**src/hw/rtl/pif_fifo.sv**
```systemverilog
// Small register queue used between the parts of the interpolator.
// Depends on nothing but its parameters.
`timescale 1ns / 1ps

module pif_fifo #(
  parameter int W     = 8,
  parameter int DEPTH = 2
) (
  input  logic         clk,
  input  logic         rst_n,
  input  logic         push,
  output logic         full,
  input  logic [W-1:0] din,
  input  logic         pop,
  output logic         empty,
  output logic [W-1:0] dout
);
  localparam int PW = (DEPTH > 1) ? $clog2(DEPTH) : 1;
  localparam int CW = $clog2(DEPTH + 1);

  logic [W-1:0]  mem_r [DEPTH];
  logic [PW-1:0] wr_ptr_r;
  logic [PW-1:0] rd_ptr_r;
  logic [CW-1:0] cnt_r;
  logic          do_push;
  logic          do_pop;

  assign full    = (cnt_r == CW'(DEPTH));
  assign empty   = (cnt_r == '0);
  assign do_push = push && !full;
  assign do_pop  = pop && !empty;
  assign dout    = mem_r[rd_ptr_r];

  always_ff @(posedge clk) begin
    if (!rst_n) begin
      wr_ptr_r <= '0;
      rd_ptr_r <= '0;
      cnt_r    <= '0;
    end else begin
      if (do_push) begin
        wr_ptr_r <= (wr_ptr_r == PW'(DEPTH - 1)) ? '0 : wr_ptr_r + 1'b1;
      end
      if (do_pop) begin
        rd_ptr_r <= (rd_ptr_r == PW'(DEPTH - 1)) ? '0 : rd_ptr_r + 1'b1;
      end
      if (do_push && !do_pop) begin
        cnt_r <= cnt_r + 1'b1;
      end else if (do_pop && !do_push) begin
        cnt_r <= cnt_r - 1'b1;
      end
    end
  end

  always_ff @(posedge clk) begin
    if (do_push) begin
      mem_r[wr_ptr_r] <= din;
    end
  end

endmodule

```
**config.mk**
```make
export PLATFORM = sky130hd
export DESIGN_NAME = pif_fifo
export DESIGN_NICKNAME = d
export VERILOG_FILES = /design/src/hw/rtl/pif_fifo.sv
export SDC_FILE = /design/constraint.sdc
export NUM_CORES = 1
export LEC_CHECK = 0
export BUFFER_PORTS_ARGS = -buffer_cell sky130_fd_sc_hd__buf_4
export CORE_ASPECT_RATIO = 0.6
export CORE_MARGIN = 2
export CORE_UTILIZATION = 28
export DETAILED_ROUTE_END_ITERATION = 12
export PLACE_DENSITY_LB_ADDON = 0.08
export SETUP_SLACK_MARGIN = 0.3
export SLEW_MARGIN = 20
export SYNTH_ARGS = -nofsm -noshare
export SYNTH_HDL_FRONTEND = slang
export SYNTH_SLANG_ARGS = --single-unit
```
**constraint.sdc**
```tcl
create_clock -name clk -period 1.43 [get_ports clk]
set_input_delay 0.143 -clock clk [delete_from_list [all_inputs] [get_ports clk]]
set_output_delay 0.143 -clock clk [all_outputs]
set_load 0.03 [all_outputs]
```
# Word-level counts from Yosys, hierarchy flattened

Memories as Yosys holds them, arrays and structs flattened. A register that Yosys moved wholly into a read port is not among the register bits.
Index checks and enable logic that the tools add are counted.

Register bits after elaboration: 4
Latch bits: 0
RAM bits: 16
Memory bits (read-only): 0
Bits of input ports: 12
Output and inout port bits: 10
Memories kept: 1

Memory list:

| name  | words | width | rd ports | clocked after memory_dff | write ports | line | RTL |
|---|---|---|---|---|---|---|---|
| mem_r | 2     | 8     | 1        | 1                        | 1           | 21   | `logic [W-1:0] mem_r [DEPTH];` |

Add/sub/neg operators: 4
$mul: 0
Div/mod/pow operators: 0
Magnitude comparators: 0
Equal/unequal tests: 1
Shift operators: 0
Mux-type cells: 8
Bitwise operators: 0
Reduce and logical (&&, ||, !) cells: 10

Operators with widths:

| kind                                             | number |
|---|---|
| 2-to-1 mux 1 bit                                 | 6 |
| logical AND 1 bit                                | 4 |
| zero test 1 bit                                  | 4 |
| 2-to-1 mux 2 bit                                 | 2 |
| adder 1 bit, second input constant               | 2 |
| adder 2 x 1 -> 2 bit, second input constant      | 1 |
| equality test 2 bit, second input constant       | 1 |
| zero test 2 bit                                  | 1 |
| nonzero test 2 bit                               | 1 |
| subtractor 2 x 1 -> 2 bit, second input constant | 1 |

# Depth between registers and ports, before layout

Word-level depth: 7
Mapped depth: 7
Mapped depth without buffers: 7

# Least setup slack after synthesis

Ideal clock, no wire load.

Kind: register to register
Start point: register cnt_r[0]
End point: register cnt_r[1]
Data arrival time: 1.482 ns
Required time: 1.360 ns
Setup slack: -0.122 ns
Stages on the path, launching flop included: 7
Path buffers: 0
Path through: dfxtp_1 > nand2b_1 > inv_2 > nor2_1 > ha_1 > or3_1 > a21boi_1

Longest elaborated chain between the ends: 6

Ends and longest elaborated chain:

| item                         | line | RTL |
|---|---|---|
| start: declaration           | 24   | `logic [CW-1:0] cnt_r;` |
| start signal: assignment     | 47   | `cnt_r <= cnt_r + 1'b1;` |
| start signal: assignment     | 49   | `cnt_r <= cnt_r - 1'b1;` |
| equality test 2 bit *        | 28   | `assign full = (cnt_r == CW'(DEPTH));` |
| via full                     | 12   | `output logic full,` |
| zero test 1 bit *            | 30   | `assign do_push = push && !full;` |
| logical AND 1 bit *          | 30   |  |
| zero test 1 bit              | 48   | `end else if (do_pop && !do_push) begin` |
| logical AND 1 bit            | 48   |  |
| nonzero test 2 bit (no line) | n/a  |  |

The timed path passes the listed nets; every way through them passes the cells marked *. The select of a mux whose other input is x is not followed.
A chain may end at the register's enable or synchronous reset.

# Worst setup path after layout

Start point: register cnt_r[0]
End point: register cnt_r[1]

Longest elaborated chain between the ends: 6

Ends and longest elaborated chain:

| item                                                             | line |
|---|---|
| equality test 2 bit or zero test 2 bit (tied branches)           | 28, 29 |
| zero test 1 bit (on tied branches)                               | 30, 31 |
| logical AND 1 bit (on tied branches)                             | 30, 31 |
| zero test 1 bit (on tied branches)                               | 48, 46 |
| logical AND 1 bit (on tied branches)                             | 48, 46 |
| nonzero test 2 bit (no line) or 2-to-1 mux 2 bit (tied branches) | n/a |

Parallel ways exist; a longest one is shown, timed or not. The select of a mux whose other input is x is not followed.

==> results.md <==
- Run status: completed
- R2r setup slk: 0.08 ns
- Final setup fails: 0
- Root Buffer Master: clkbuf_8
- Transition at the pin with the smallest max-transition slack: between 0.2 and 0.25 ns
- Min-delay src: din[0]
- Final critical-path required period: 1.35 ns
- Height of the die: about 46 um
- First-pass GRT wire length: roughly 2300 um
- Reg2reg start: cnt_r[0]$_SDFFE_PN0P_
- Number of iterations in the first detailed-routing pass: 4
- Required time of the worst setup path: 1.62 ns
- Synthesis-to-finish area growth: 51.6%
- Summed instance area of the synthesized netlist: around 810 um^2
- Switching fraction of total power: 32.9%
- # DRC: 0
- Most heavily used metal layer in global routing: met2
- Yosys warning count: 0
- Post-synthesis cell type with the largest combined area: edfxtp_1
- Fin Setup TNS: 0 ns
- Placer congestion estimate: 0.759
- CORE AREA: around 0.0028 mm^2
- Area after DPL: 0.00107 mm^2
- Final instance area: 0.00123 mm^2
- Clock edge transition at the registers on the reported setup and hold paths: 0.07 ns
- Clock buffers created by TritonCTS: 3
- Critical path arrival: between 1.5 and 2 ns
- Met3 capacity usage during global routing: between 3 and 4%
- Fill cell instance count of the final layout: 260
- Headroom to the max-slew limit: between 80% and 90%
- Share of power burned in the clock network: between 10% and 20%
- Part of the power in combinational logic: 47.7%
- Insertion delay of the later-clocked pin in the worst-skew pair: 0.26 ns
- DR vias: about 500
- Overall Power: 2.35 mW
- Wire length reported by the detailed router: 1470 um
- Met2 global-route usage: 13.9%
- Die Span X: 73.4 um
- Number of distinct library cells after synthesis: 20
- TritonCTS sink count: 21
- DR iter-0 viols: 35
- Flip-flop and latch count after synthesis: 21
- Internal power summed over all cells: 1.58 mW
- Final hold vios: 0
- CTS tree: built
- Final Instance Count excl. Fillers: 115
- Portion of the clock cycle consumed by the worst path in the final layout: roughly 95%
- Number of vias per cell after detailed routing: 4.41
- Vias in the first global route: roughly 480
- Number of nets in the layout: 95
- H-tree depth: 1
- Maximum number of pins on one net before global-route repair: 12
- Crit path max fanout: 3
- Hold slack final: 0.0649 ns
- Portion of synthesized cell area occupied by the leading cell type: between 50% and 60%
- Final worst setup slack: 0.0777 ns
- Pre-CTS setup slack: -0.0123 ns
- Number of max-slew violations in the final report: 0
- Leakage power total: 0.490 nW
- Largest cells by area after synthesis: edfxtp_1, dfxtp_1, mux2_2, and2_1, xnor2_1
- Core Util, Final: 43.6%
- Category of the worst setup path launch point: flop
- Clock skew: 0.00426 ns
- Ant diodes: 0
- Setup repair after global routing missed its margin: true
- Detailed Place HPWL: 989 um
- Die area: 0.00335 mm^2
- Initial antenna violation count: 0
- Kind of end point of the critical path: flop
- Critical Path Source: cnt_r[0]$_SDFFE_PN0P_
- I/O pins: 22
- Cell total after placement: about 110
- F_max: about 740 MHz
- Sequential cell area fraction in the yosys report: 71.7%
- Final routed wire length divided by cell count: 12.8 um
- Critical setup path kind: reg -> reg
- Share of final-layout standard cells stronger than drive strength 1: roughly 60%
- Cell Pwr Density: about 1900 mW/mm^2
- Antenna viol nets, final: 0
- Global routing usage on met1: 13.4%
- Cts-stage hold buffer count: 0
- Initial core utilization: 28.8%
- Leftover overflow at the end of global routing: 0
- Avg Inst Size Synth: 16.2 um^2
- IR drop worst, VDD: about 730 uV
- Number of port buffers: 21
- Aggregate global-route resource usage: 9.99%
- Switching power: just under 0.8 mW
- Class of the most critical hold timing path: in -> reg
- Number of placement rows: 15
- Fraction of power consumed by sequential logic: a little over a third
- Gate count after technology mapping: 50
- Synth Net Count: 63
- Max Root-Sink Buffers: 2
- Max-capacitance violation count: 0
-- state kept, by name, summed over array words and instances, names as in the netlist, named ones only --
register / flops
mem_r: 16
cnt_r: 2
rd_ptr_r: 1
wr_ptr_r: 1
-- area by class of cell --
class | instances | area, um^2 | area share (%)
Sequential cell | 21 | 587 | 47.8
Clock buffer | 4 | 45.0 | 3.67
Multi-Input combinational cell | 26 | 279 | 22.7
Tap cell | 34 | 42.5 | 3.47
Inverter | 2 | 15.0 | 1.22
Timing Repair Buffer | 28 | 259 | 21.1
-- placed cells by master, fill, tap and decap left out, drive strengths merged --
cell type  instances
clkbuf             4
nor2               2
or3                1
and2               3
inv                2
nand2b             1
ha                 1
edfxtp            16
nor3               1
and3               1
a21boi             2
mux2               8
xnor2              2
dfxtp              5
buf               28
o21ai              2
xor2               1
o21a               1
-- synth_stat cells, drive strengths merged --
master / n
edfxtp: 16
mux2: 8
dfxtp: 5
and2: 3
a21boi: 2
inv: 2
nor2: 2
o21ai: 2
xnor2: 2
and3: 1
buf: 1
ha: 1
nand2b: 1
nor3: 1
o21a: 1
or3: 1
xor2: 1
-- critical path: stages, from the launching register on --
cell	delay (ns)
dfxtp_2	0.33
nand2b_4	0.17
inv_8	0.06
nor2_4	0.03
ha_4	0.15
xor2_1	0.14
or3_1	0.30
a21boi_1	0.12
-- routing by layer --
layer  up-vias  wire length (um)
li1        244                 -
met1       246               709
met2        12               671
met3         5                54
met4         0                38
met5         -                 0
-- worst paths after layout --
kind         cells past startpoint                    end
max                              7  cnt_r[1]$_SDFFE_PN0P_
min                              1  mem_r[0][0]$_DFFE_PP_
max reg2reg                      7  cnt_r[1]$_SDFFE_PN0P_
min reg2reg                      2  cnt_r[1]$_SDFFE_PN0P_
-- power groups by stage --
stage / sequential, mW / clock [mW] / combinational [mW]
after floorplan: 0.842 / 0 / 0.612
after global placement: 0.845 / 0 / 0.919
after detailed placement: 0.846 / 0 / 0.914
after CTS: 0.850 / 0.395 / 1.13
after global routing: 0.867 / 0.423 / 1.20
final: 0.854 / 0.377 / 1.12
-- cells by family (layout without fill, tap and decap cells) --
family | count (synthesis) | after routing | share of synthesized area, %
AO/OA/AOI/OAI | 5 | 5 | 4.02
XOR/XNOR | 3 | 3 | 3.25
adder cells (fa/ha/maj) | 1 | 1 | 1.55
buffers and inverters | 3 | 34 | 1.54
flip-flops | 21 | 21 | 71.7
multiplexers | 8 | 8 | 11.1
AND/OR/NAND/NOR | 9 | 9 | 6.80
-- what timing repair did --
item / CTS / global route
pin swaps: 4 / 2
buffers inserted: 3 / 0
gates resized for setup: 24 / 1
setup endpoints to repair: 29 / 29
No activity file was read; power rests on OpenSTA's default activity.
